`src/design/lba_pkg.sv`:
```
// ----------------------------------------------------------------------------
// lba_pkg
// Shared constants for the linked block allocator: default sizes, request
// opcodes and result status codes.
// ----------------------------------------------------------------------------
`default_nettype none

package lba_pkg;

    // Default geometry of the block store and the file table.
    localparam int DISK_BLKS_DEF  = 32;
    localparam int NUM_FILES_DEF  = 8;

    // Request opcodes.
    localparam int OPCODE_W = 1;
    localparam logic [OPCODE_W-1:0] OP_CREATE = 1'b0;
    localparam logic [OPCODE_W-1:0] OP_WALK   = 1'b1;

    // Result status codes.
    localparam int STATUS_W = 2;
    localparam logic [STATUS_W-1:0] ST_OK       = 2'd0;
    localparam logic [STATUS_W-1:0] ST_NO_SPACE = 2'd1;
    localparam logic [STATUS_W-1:0] ST_FULL     = 2'd2;
    localparam logic [STATUS_W-1:0] ST_BAD_REQ  = 2'd3;

endpackage

`default_nettype wire

```
`src/design/lba_if.sv`:
```
// ----------------------------------------------------------------------------
// lba_req_if / lba_rsp_if
// Valid/ready channels of the allocator: the request channel carries create
// and walk requests, the response channel carries one block result per beat.
// ----------------------------------------------------------------------------
`default_nettype none

// Request channel: opcode, block count for a create, file slot for a walk.
interface lba_req_if import lba_pkg::*; #(
    parameter int CNT_W  = $clog2(DISK_BLKS_DEF + 1),
    parameter int SLOT_W = $clog2(NUM_FILES_DEF)
) ();
    logic                valid;
    logic                ready;
    logic [OPCODE_W-1:0] opcode;
    logic [CNT_W-1:0]    block_count;
    logic [SLOT_W-1:0]   file_slot;

    modport source (output valid, output opcode, output block_count, output file_slot,
                    input ready);
    modport sink   (input valid, input opcode, input block_count, input file_slot,
                    output ready);
endinterface

// Response channel: block number, last flag, file slot and status.
interface lba_rsp_if import lba_pkg::*; #(
    parameter int BLK_W  = $clog2(DISK_BLKS_DEF),
    parameter int SLOT_W = $clog2(NUM_FILES_DEF)
) ();
    logic                valid;
    logic                ready;
    logic [BLK_W-1:0]    block_index;
    logic                last;
    logic [SLOT_W-1:0]   file_slot_out;
    logic [STATUS_W-1:0] status;

    modport source (output valid, output block_index, output last, output file_slot_out,
                    output status, input ready);
    modport sink   (input valid, input block_index, input last, input file_slot_out,
                    input status, output ready);
endinterface

`default_nettype wire

```
`src/design/lba_out_stage.sv`:
```
// ----------------------------------------------------------------------------
// lba_out_stage
// Output register of the allocator. Holds one result until the consumer
// takes it and tells the sequencer when a new result may be loaded.
// ----------------------------------------------------------------------------
`default_nettype none

module lba_out_stage import lba_pkg::*; #(
    parameter int BLK_W  = $clog2(DISK_BLKS_DEF),
    parameter int SLOT_W = $clog2(NUM_FILES_DEF)
) (
    input  wire logic                i_clk,
    input  wire logic                i_rst_n,
    input  wire logic                i_load,
    input  wire logic [BLK_W-1:0]    i_block_index,
    input  wire logic                i_last,
    input  wire logic [SLOT_W-1:0]   i_file_slot,
    input  wire logic [STATUS_W-1:0] i_status,
    output logic                     o_free,
    lba_rsp_if.source                o_rsp
);

    logic                r_valid;
    logic [BLK_W-1:0]    r_block_index;
    logic                r_last;
    logic [SLOT_W-1:0]   r_file_slot;
    logic [STATUS_W-1:0] r_status;

    // The register can take a new result when empty or being drained now.
    assign o_free = !r_valid || o_rsp.ready;

    // Valid flag.
    always_ff @(posedge i_clk) begin
        if (!i_rst_n) begin
            r_valid <= 1'b0;
        end else if (i_load) begin
            r_valid <= 1'b1;
        end else if (o_rsp.ready) begin
            r_valid <= 1'b0;
        end
    end

    // Payload.
    always_ff @(posedge i_clk) begin
        if (i_load) begin
            r_block_index <= i_block_index;
            r_last        <= i_last;
            r_file_slot   <= i_file_slot;
            r_status      <= i_status;
        end
    end

    assign o_rsp.valid         = r_valid;
    assign o_rsp.block_index   = r_block_index;
    assign o_rsp.last          = r_last;
    assign o_rsp.file_slot_out = r_file_slot;
    assign o_rsp.status        = r_status;

endmodule

`default_nettype wire

```
`src/design/linked_block_allocator_unit.sv`:
```
// ----------------------------------------------------------------------------
// linked_block_allocator_unit
// Linked block allocator: hands out the lowest free blocks to a new file,
// chains them in a link memory and reads a file's chain back on request.
// ----------------------------------------------------------------------------
//
//  Channel  Dir  Handshake    Payload
//  i_req    in   valid/ready  opcode, block_count, file_slot
//  o_rsp    out  valid/ready  block_index, last, file_slot_out, status
//
// A request is taken only while the sequencer is idle. A create of n blocks
// gives one result per cycle while the output register is free; a walk reads
// the file table entry, then alternates emitting a block and reading its
// registered link. A refused request gives one error result. Blocks are never
// freed, so the used blocks are always the lowest ones and the free count
// serves as the fill mark: reset is synchronous and needs no clearing pass.
// A stalled consumer holds the sequencer at the output register.
// ----------------------------------------------------------------------------
`default_nettype none

module linked_block_allocator_unit import lba_pkg::*; #(
    parameter int DISK_BLKS  = DISK_BLKS_DEF,
    parameter int NUM_FILES  = NUM_FILES_DEF
) (
    input  wire logic i_clk,
    input  wire logic i_rst_n,
    lba_req_if.sink   i_req,
    lba_rsp_if.source o_rsp
);

    localparam int BLK_W  = $clog2(DISK_BLKS);
    localparam int CNT_W  = $clog2(DISK_BLKS + 1);
    localparam int SLOT_W = (NUM_FILES > 1) ? $clog2(NUM_FILES) : 1;
    localparam int FIU_W  = $clog2(NUM_FILES + 1);
    localparam int LINK_W = BLK_W + 1;
    localparam int FTAB_W = BLK_W + CNT_W;

    localparam logic [CNT_W-1:0]  DISK_BLKS_C  = CNT_W'(DISK_BLKS);
    localparam logic [FIU_W-1:0]  NUM_FILES_C  = FIU_W'(NUM_FILES);
    localparam logic [LINK_W-1:0] LINK_END     = '1;

    typedef enum logic [2:0] {
        S_IDLE,
        S_ERR,
        S_CREATE,
        S_WALK_HDR,
        S_WALK_OUT,
        S_WALK_LINK
    } t_state;

    // Sequencer registers.
    t_state              r_state,          n_state;
    logic [BLK_W-1:0]    r_blk,            n_blk;
    logic [CNT_W-1:0]    r_remain,         n_remain;
    logic [SLOT_W-1:0]   r_slot,           n_slot;
    logic [STATUS_W-1:0] r_status,         n_status;
    logic [CNT_W-1:0]    r_free_count,     n_free_count;
    logic [FIU_W-1:0]    r_files_in_use,   n_files_in_use;

    // Memories and their registered read data.
    logic [LINK_W-1:0]   r_link_mem [DISK_BLKS];
    logic [FTAB_W-1:0]   r_ftab_mem [NUM_FILES];
    logic [LINK_W-1:0]   r_link_q;
    logic [FTAB_W-1:0]   r_ftab_q;

    logic                accept;
    logic                out_free;
    logic                ld;
    logic [BLK_W-1:0]    ld_blk;
    logic                ld_last;
    logic [SLOT_W-1:0]   ld_slot;
    logic [STATUS_W-1:0] ld_status;
    logic                is_last;
    logic                link_we;
    logic [LINK_W-1:0]   link_wdata;
    logic                ftab_we;
    logic [CNT_W-1:0]    used_count;
    logic [BLK_W-1:0]    alloc_base;

    assign i_req.ready = (r_state == S_IDLE);
    assign accept      = i_req.valid && i_req.ready;
    assign is_last     = (r_remain == CNT_W'(1));

    // Blocks are taken from the bottom, so the next free block is the used count.
    assign used_count  = DISK_BLKS_C - r_free_count;
    assign alloc_base  = used_count[BLK_W-1:0];
    assign link_wdata  = is_last ? LINK_END : (LINK_W'(r_blk) + LINK_W'(1));

    // Next-state and result selection.
    always_comb begin
        n_state        = r_state;
        n_blk          = r_blk;
        n_remain       = r_remain;
        n_slot         = r_slot;
        n_status       = r_status;
        n_free_count   = r_free_count;
        n_files_in_use = r_files_in_use;
        ld             = 1'b0;
        ld_blk         = r_blk;
        ld_last        = is_last;
        ld_slot        = r_slot;
        ld_status      = ST_OK;
        link_we        = 1'b0;
        ftab_we        = 1'b0;

        unique case (r_state)
            S_IDLE: begin
                if (accept) begin
                    if (i_req.opcode == OP_CREATE) begin
                        n_slot = '0;
                        if (r_files_in_use >= NUM_FILES_C) begin
                            n_status = ST_FULL;
                            n_state  = S_ERR;
                        end else if (i_req.block_count == '0) begin
                            n_status = ST_BAD_REQ;
                            n_state  = S_ERR;
                        end else if (i_req.block_count > r_free_count) begin
                            n_status = ST_NO_SPACE;
                            n_state  = S_ERR;
                        end else begin
                            // The request will complete, so commit the counts now.
                            n_blk          = alloc_base;
                            n_remain       = i_req.block_count;
                            n_slot         = r_files_in_use[SLOT_W-1:0];
                            n_free_count   = r_free_count - i_req.block_count;
                            n_files_in_use = r_files_in_use + FIU_W'(1);
                            ftab_we        = 1'b1;
                            n_state        = S_CREATE;
                        end
                    end else begin
                        n_slot = i_req.file_slot;
                        if (FIU_W'(i_req.file_slot) >= r_files_in_use) begin
                            n_status = ST_BAD_REQ;
                            n_state  = S_ERR;
                        end else begin
                            n_state = S_WALK_HDR;
                        end
                    end
                end
            end
            S_ERR: begin
                if (out_free) begin
                    ld        = 1'b1;
                    ld_blk    = '0;
                    ld_last   = 1'b1;
                    ld_status = r_status;
                    n_state   = S_IDLE;
                end
            end
            S_CREATE: begin
                if (out_free) begin
                    ld       = 1'b1;
                    link_we  = 1'b1;
                    n_blk    = r_blk + BLK_W'(1);
                    n_remain = r_remain - CNT_W'(1);
                    if (is_last) begin
                        n_state = S_IDLE;
                    end
                end
            end
            S_WALK_HDR: begin
                n_blk    = r_ftab_q[FTAB_W-1:CNT_W];
                n_remain = r_ftab_q[CNT_W-1:0];
                n_state  = S_WALK_OUT;
            end
            S_WALK_OUT: begin
                if (out_free) begin
                    ld       = 1'b1;
                    n_remain = r_remain - CNT_W'(1);
                    n_state  = is_last ? S_IDLE : S_WALK_LINK;
                end
            end
            S_WALK_LINK: begin
                n_blk   = r_link_q[BLK_W-1:0];
                n_state = S_WALK_OUT;
            end
            default: begin
                n_state = S_IDLE;
            end
        endcase
    end

    // State and sequencer registers.
    always_ff @(posedge i_clk) begin
        if (!i_rst_n) begin
            r_state        <= S_IDLE;
            r_free_count   <= DISK_BLKS_C;
            r_files_in_use <= '0;
        end else begin
            r_state        <= n_state;
            r_free_count   <= n_free_count;
            r_files_in_use <= n_files_in_use;
        end
        r_blk    <= n_blk;
        r_remain <= n_remain;
        r_slot   <= n_slot;
        r_status <= n_status;
    end

    // Link memory: written while a create emits, read at the current block.
    always_ff @(posedge i_clk) begin
        if (link_we) begin
            r_link_mem[r_blk] <= link_wdata;
        end
        r_link_q <= r_link_mem[r_blk];
    end

    // File table: start block and length, written on a create, read by slot.
    always_ff @(posedge i_clk) begin
        if (ftab_we) begin
            r_ftab_mem[r_files_in_use[SLOT_W-1:0]] <= {alloc_base, i_req.block_count};
        end
        r_ftab_q <= r_ftab_mem[i_req.file_slot];
    end

    // Output register.
    lba_out_stage #(
        .BLK_W  (BLK_W),
        .SLOT_W (SLOT_W)
    ) u_out_stage (
        .i_clk         (i_clk),
        .i_rst_n       (i_rst_n),
        .i_load        (ld),
        .i_block_index (ld_blk),
        .i_last        (ld_last),
        .i_file_slot   (ld_slot),
        .i_status      (ld_status),
        .o_free        (out_free),
        .o_rsp         (o_rsp)
    );

    // Counts stay within the store and table sizes.
    a_counts_bounded: assert property (@(posedge i_clk) disable iff (!i_rst_n)
        (r_free_count <= DISK_BLKS_C) && (r_files_in_use <= NUM_FILES_C))
        else $error("allocator counts out of range");

    // A result is loaded only when the output register can take it.
    a_load_when_free: assert property (@(posedge i_clk) disable iff (!i_rst_n)
        ld |-> out_free)
        else $error("result loaded into a busy output register");

    // A chain being emitted always has blocks left.
    a_remain_nonzero: assert property (@(posedge i_clk) disable iff (!i_rst_n)
        (r_state == S_CREATE || r_state == S_WALK_OUT) |-> (r_remain != '0))
        else $error("chain emission with no blocks left");

    // A committed create takes exactly its blocks and one file slot.
    a_create_commit: assert property (@(posedge i_clk) disable iff (!i_rst_n)
        (r_state == S_IDLE && accept && ftab_we) |=>
            (r_free_count == $past(r_free_count) - $past(i_req.block_count)) &&
            (r_files_in_use == $past(r_files_in_use) + FIU_W'(1)))
        else $error("create committed wrong counts");

endmodule

`default_nettype wire
```
`src/flat_wrapper.sv`:
```
// flat-port wrapper written by rule: the top's interface ports become plain ports
module linked_block_allocator_unit_flat import lba_pkg::*;
#(
    parameter int DISK_BLKS  = DISK_BLKS_DEF,
    parameter int NUM_FILES  = NUM_FILES_DEF
)
  (i_clk, i_rst_n, i_req_valid, i_req_opcode, i_req_block_count, i_req_file_slot, i_req_ready, o_rsp_valid, o_rsp_block_index, o_rsp_last, o_rsp_file_slot_out, o_rsp_status, o_rsp_ready);
  lba_req_if i_req_i ();
  lba_rsp_if o_rsp_i ();
  input  wire logic i_clk;
  input  wire logic i_rst_n;
  input wire logic [$bits(i_req_i.valid)-1:0] i_req_valid;
  input wire logic [$bits(i_req_i.opcode)-1:0] i_req_opcode;
  input wire logic [$bits(i_req_i.block_count)-1:0] i_req_block_count;
  input wire logic [$bits(i_req_i.file_slot)-1:0] i_req_file_slot;
  output wire logic [$bits(i_req_i.ready)-1:0] i_req_ready;
  output wire logic [$bits(o_rsp_i.valid)-1:0] o_rsp_valid;
  output wire logic [$bits(o_rsp_i.block_index)-1:0] o_rsp_block_index;
  output wire logic [$bits(o_rsp_i.last)-1:0] o_rsp_last;
  output wire logic [$bits(o_rsp_i.file_slot_out)-1:0] o_rsp_file_slot_out;
  output wire logic [$bits(o_rsp_i.status)-1:0] o_rsp_status;
  input wire logic [$bits(o_rsp_i.ready)-1:0] o_rsp_ready;
  assign i_req_i.valid = i_req_valid;
  assign i_req_i.opcode = i_req_opcode;
  assign i_req_i.block_count = i_req_block_count;
  assign i_req_i.file_slot = i_req_file_slot;
  assign i_req_ready = i_req_i.ready;
  assign o_rsp_valid = o_rsp_i.valid;
  assign o_rsp_block_index = o_rsp_i.block_index;
  assign o_rsp_last = o_rsp_i.last;
  assign o_rsp_file_slot_out = o_rsp_i.file_slot_out;
  assign o_rsp_status = o_rsp_i.status;
  assign o_rsp_i.ready = o_rsp_ready;
  linked_block_allocator_unit #(.DISK_BLKS(DISK_BLKS), .NUM_FILES(NUM_FILES)) u_core (.i_clk(i_clk), .i_rst_n(i_rst_n), .i_req(i_req_i), .o_rsp(o_rsp_i));
endmodule
```
`config.mk`:
```
export PLATFORM = sky130hd
export DESIGN_NAME = linked_block_allocator_unit_flat
export DESIGN_NICKNAME = d
export VERILOG_FILES = /design/src/design/lba_pkg.sv /design/src/design/lba_if.sv /design/src/design/lba_out_stage.sv /design/src/design/linked_block_allocator_unit.sv /design/src/flat_wrapper.sv
export SDC_FILE = /design/constraint.sdc
export NUM_CORES = 1
export LEC_CHECK = 0
export ABC_AREA = 0
export ABC_CLOCK_PERIOD_IN_PS = 5000
export BUFFER_PORTS_ARGS = -buffer_cell sky130_fd_sc_hd__buf_2
export CAP_MARGIN = 10
export CORE_MARGIN = 3
export CORE_UTILIZATION = 55
export CTS_BUF_LIST = sky130_fd_sc_hd__clkbuf_4 sky130_fd_sc_hd__clkbuf_8
export DETAILED_ROUTE_END_ITERATION = 6
export PLACE_DENSITY = 0.71
export SETUP_SLACK_MARGIN = 0.05
export SKIP_CTS_REPAIR_TIMING = 1
export SLEW_MARGIN = 20
export SYNTH_ARGS = -nofsm -noshare
export SYNTH_HDL_FRONTEND = slang
export SYNTH_SLANG_ARGS = --single-unit
```
`constraint.sdc`:
```
create_clock -name i_clk -period 5 [get_ports i_clk]
set_input_delay 0.5 -clock i_clk [delete_from_list [all_inputs] [get_ports i_clk]]
set_output_delay 0.5 -clock i_clk [all_outputs]
set_load 0.01 [all_outputs]
```
==> flow_summary.toml <==
[floorplanning]
die_x_um = 157
core_area_um2 = 22100
dieArea_um2 = 24700
pin_count = 27
die_h_um = 157
row_count = 54
floorplan.initialDensity_pct = 56.8

[timing]
worst_slew_pin_slew_ns = 1.05
maxSlewViolCount = 0
final.setup_skew_ns = 0.0170
fin_tns_setup_ns = 0
finalCritPeriodShare_pct = 67.1
rsz0062_at_grt = "no"
slew_headroom_pct = 30.3
fin_crit_ns = 3.35
setup_viol = 0
max_freq_ghz = 0.298
hold_viol = 0

[power]
power.share.switching_pct = 24.5
powerDensity_nw_per_um2 = 406
p_clk_share_pct = 35.2
p_leak_nw = 4.64
pwr-share-seq_pct = 53.7
pwr-share-comb_pct = 11.1
power.internal_mw = 4.26
vdd_drop_max_uv = 250
switching_power_mw = 1.38

[route]
via_per_inst = 6.07
vias = 6739
drt_iter0_drc = 705
wl_mm = 25.2
ant_nets = 0
drc = 0
dr.pass1.iters = 5
wl_per_cell_um = 22.7

[cts]
clock_latency_ns = 0.56
cts_buffers = 48
clk_pin_slew_ns = 0.06
cts_sinks = 305
cts_tree = "done"
clock-root-buffer = "clkbuf_8"
h-tree-depth = 2
cts.path.max_buffers = 3

[final_layout]
synthToLayoutAreaGrowth_pct = 10.8
stdcell_count = 1111
antennaDiodeCount = 0
final_nets = 826
final_area_um2 = 13900
drive_above_1_share_pct = 24.7

[setup_path]
critPathLaunchType = "register"
worstPathMaxFanout = 15
crit_type = "register to register"
worst_ep_required_time_ns = 5.18
cp.arrival_ns = 3.53
end_kind = "register"

[synth]
synth_area_leader_cell = "edfxtp_1"
synth_ff_type = "edfxtp_1"
synth-edff-count = 275
ys_ff_latch = 305
avgSynthCellArea_um2 = 16.9
synth.distinct_cells = 52
yosysTopAreaCellShare_pct = 65.8
synth_fp_nets = 775
synth_area_leaders = "edfxtp_1 66%, mux4_2 11%, dfxtp_1 4.8%"
synthCells = 742
postSynth.asyncResetShare_pct = 0
ys_warn_count = 0
ys_seq_area_share_pct = 70.6
syn_area_um2 = 12500

[place]
gp_congestion = 0.859
dpl.cell_count = 1023
place_area_um2 = 13000
numPortBuffers = 26
dp_hpwl_mm = 16.1

[grt]
antenna_found_initial = 0
grt_overflow = 0
grt_pass1_wl_mm = 38.7
grt_max_degree = 33
grt_pass1_vias = 6889
track_usage_pct = 20.7

[run]
cap_viol_max_count = 0

[min_path]
min_path_type = "input pin to register"

[run_status]
outcome = "finished clean"
-- per-stage QoR --
step	setup WS (ns)	utilization (%)	total power [mW]	hold WS (ns)
CTS	1.63	62.9	5.69	0.249
finish	1.65	62.9	5.64	0.284
detailed placement	1.62	58.7	3.71	0.405
floorplan	1.71	-	3.49	0.400
global route	1.42	62.9	5.87	0.271
global placement	1.70	58.7	3.68	0.403
-- area by class of cell --
class                   count  area [um^2]
flip-flops and latches    305         8860
fillers                  1541         8200
multi-input cells         375         3460
clock buffers              70          832
well taps                 280          350
repair buffers             38          220
inverters                  25         93.8
clock inverters            18         86.3
-- placed cells by master, fill, tap and decap left out, drive strengths merged, types with 15 or more instances in the layout --
cell type	instances
edfxtp	275
clkbuf	70
mux4	62
nor2	54
buf	38
dfxtp	30
nand2	30
a21oi	28
inv	26
o21ai	22
nor2b	18
ha	18
clkinv	15
-- power by group through the flow --
| stage | Clock (mW) | Combinational [mW] | Sequential (mW) |
|---|---|---|---|
| floorplan | 0 | 0.446 | 3.04 |
| global placement | 0 | 0.603 | 3.08 |
| detailed placement | 0 | 0.628 | 3.08 |
| CTS | 2.03 | 0.631 | 3.03 |
| global route | 2.15 | 0.687 | 3.03 |
| finish | 1.98 | 0.628 | 3.03 |
-- metal layers --
metal	global-route usage [%]	wire length, um	part of all wire [%]	up-vias
li1	-	-	-	3025
met1	27.0	10300	41	3401
met2	35.3	12800	51	251
met3	3.71	1420	5.6	62
met4	7.36	738	2.9	0
met5	0	0	0	-
-- sequential cells by signal, indices dropped and copies added (netlist names) --
signal and cells:
u_core.ld_slot 3, u_core.r_blk 5, u_core.r_files_in_use 4, u_core.r_free_count 6
u_core.r_ftab_mem 88, u_core.r_ftab_q 11, u_core.r_link_mem 160, u_core.r_link_q 5
u_core.r_remain 6, u_core.r_state 3, u_core.r_status 2, u_core.u_out_stage.o_rsp.block_index 5
u_core.u_out_stage.o_rsp.file_slot_out 3, u_core.u_out_stage.o_rsp.last 1, u_core.u_out_stage.o_rsp.status 2, u_core.u_out_stage.o_rsp.valid 1
-- cells in the mapped netlist, drive strengths merged, types with 3 or more instances --
cell,count
mux4,62
nor2,54
and2,5
edfxtp,275
mux2,12
nor3,9
xnor2,8
a22o,3
buf,12
o22ai,5
nand2b,9
ha,18
o21a,3
nor3b,6
o21ai,22
nand3,11
inv,25
a22oi,11
o211ai,4
nor2b,18
or3b,3
nand2,30
a21oi,28
nor4,5
clkbuf,25
xor2,6
a21o,4
nand3b,5
nand4,6
dfxtp,30
mux2i,6
-- cells by family after synthesis --
logic type                 share of synthesized area [%]
AOI/OAI and AO/OA                                   4.84
xor gates and xnor gates                           0.978
adders and majority gates                           1.96
buffers and inverters                               2.09
DFF                                                 70.6
muxes                                               12.7
and+or+nand+nor                                     6.81
-- worst paths after layout --
path                            slack, ns  cells after the start                                                  end                                start
worst max-delay path                 1.65                      8                    u_core.r_ftab_mem[7][4]$_DFFE_PP_  u_core.r_free_count[0]$_SDFFE_PN0P_
worst min-delay path                 0.28                      2                  u_core.r_free_count[5]$_SDFFE_PN1P_                              i_rst_n
worst max register to register       1.65                      8                    u_core.r_ftab_mem[7][4]$_DFFE_PP_  u_core.r_free_count[0]$_SDFFE_PN0P_
worst min register to register       0.42                      0  u_core.u_out_stage.o_rsp.file_slot_out[0]$_DFFE_PP_          u_core.ld_slot[0]$_DFFE_PP_
-- critical path: stages (launching register included) --
cell,delay (ns)
dfxtp_1,0.54
inv_1,0.15
ha_1,0.22
inv_1,0.08
fa_1,0.22
a21o_1,0.16
nand4_1,0.20
a211oi_4,0.69
and4_1,0.72
Power figures use the tool's default switching activity.
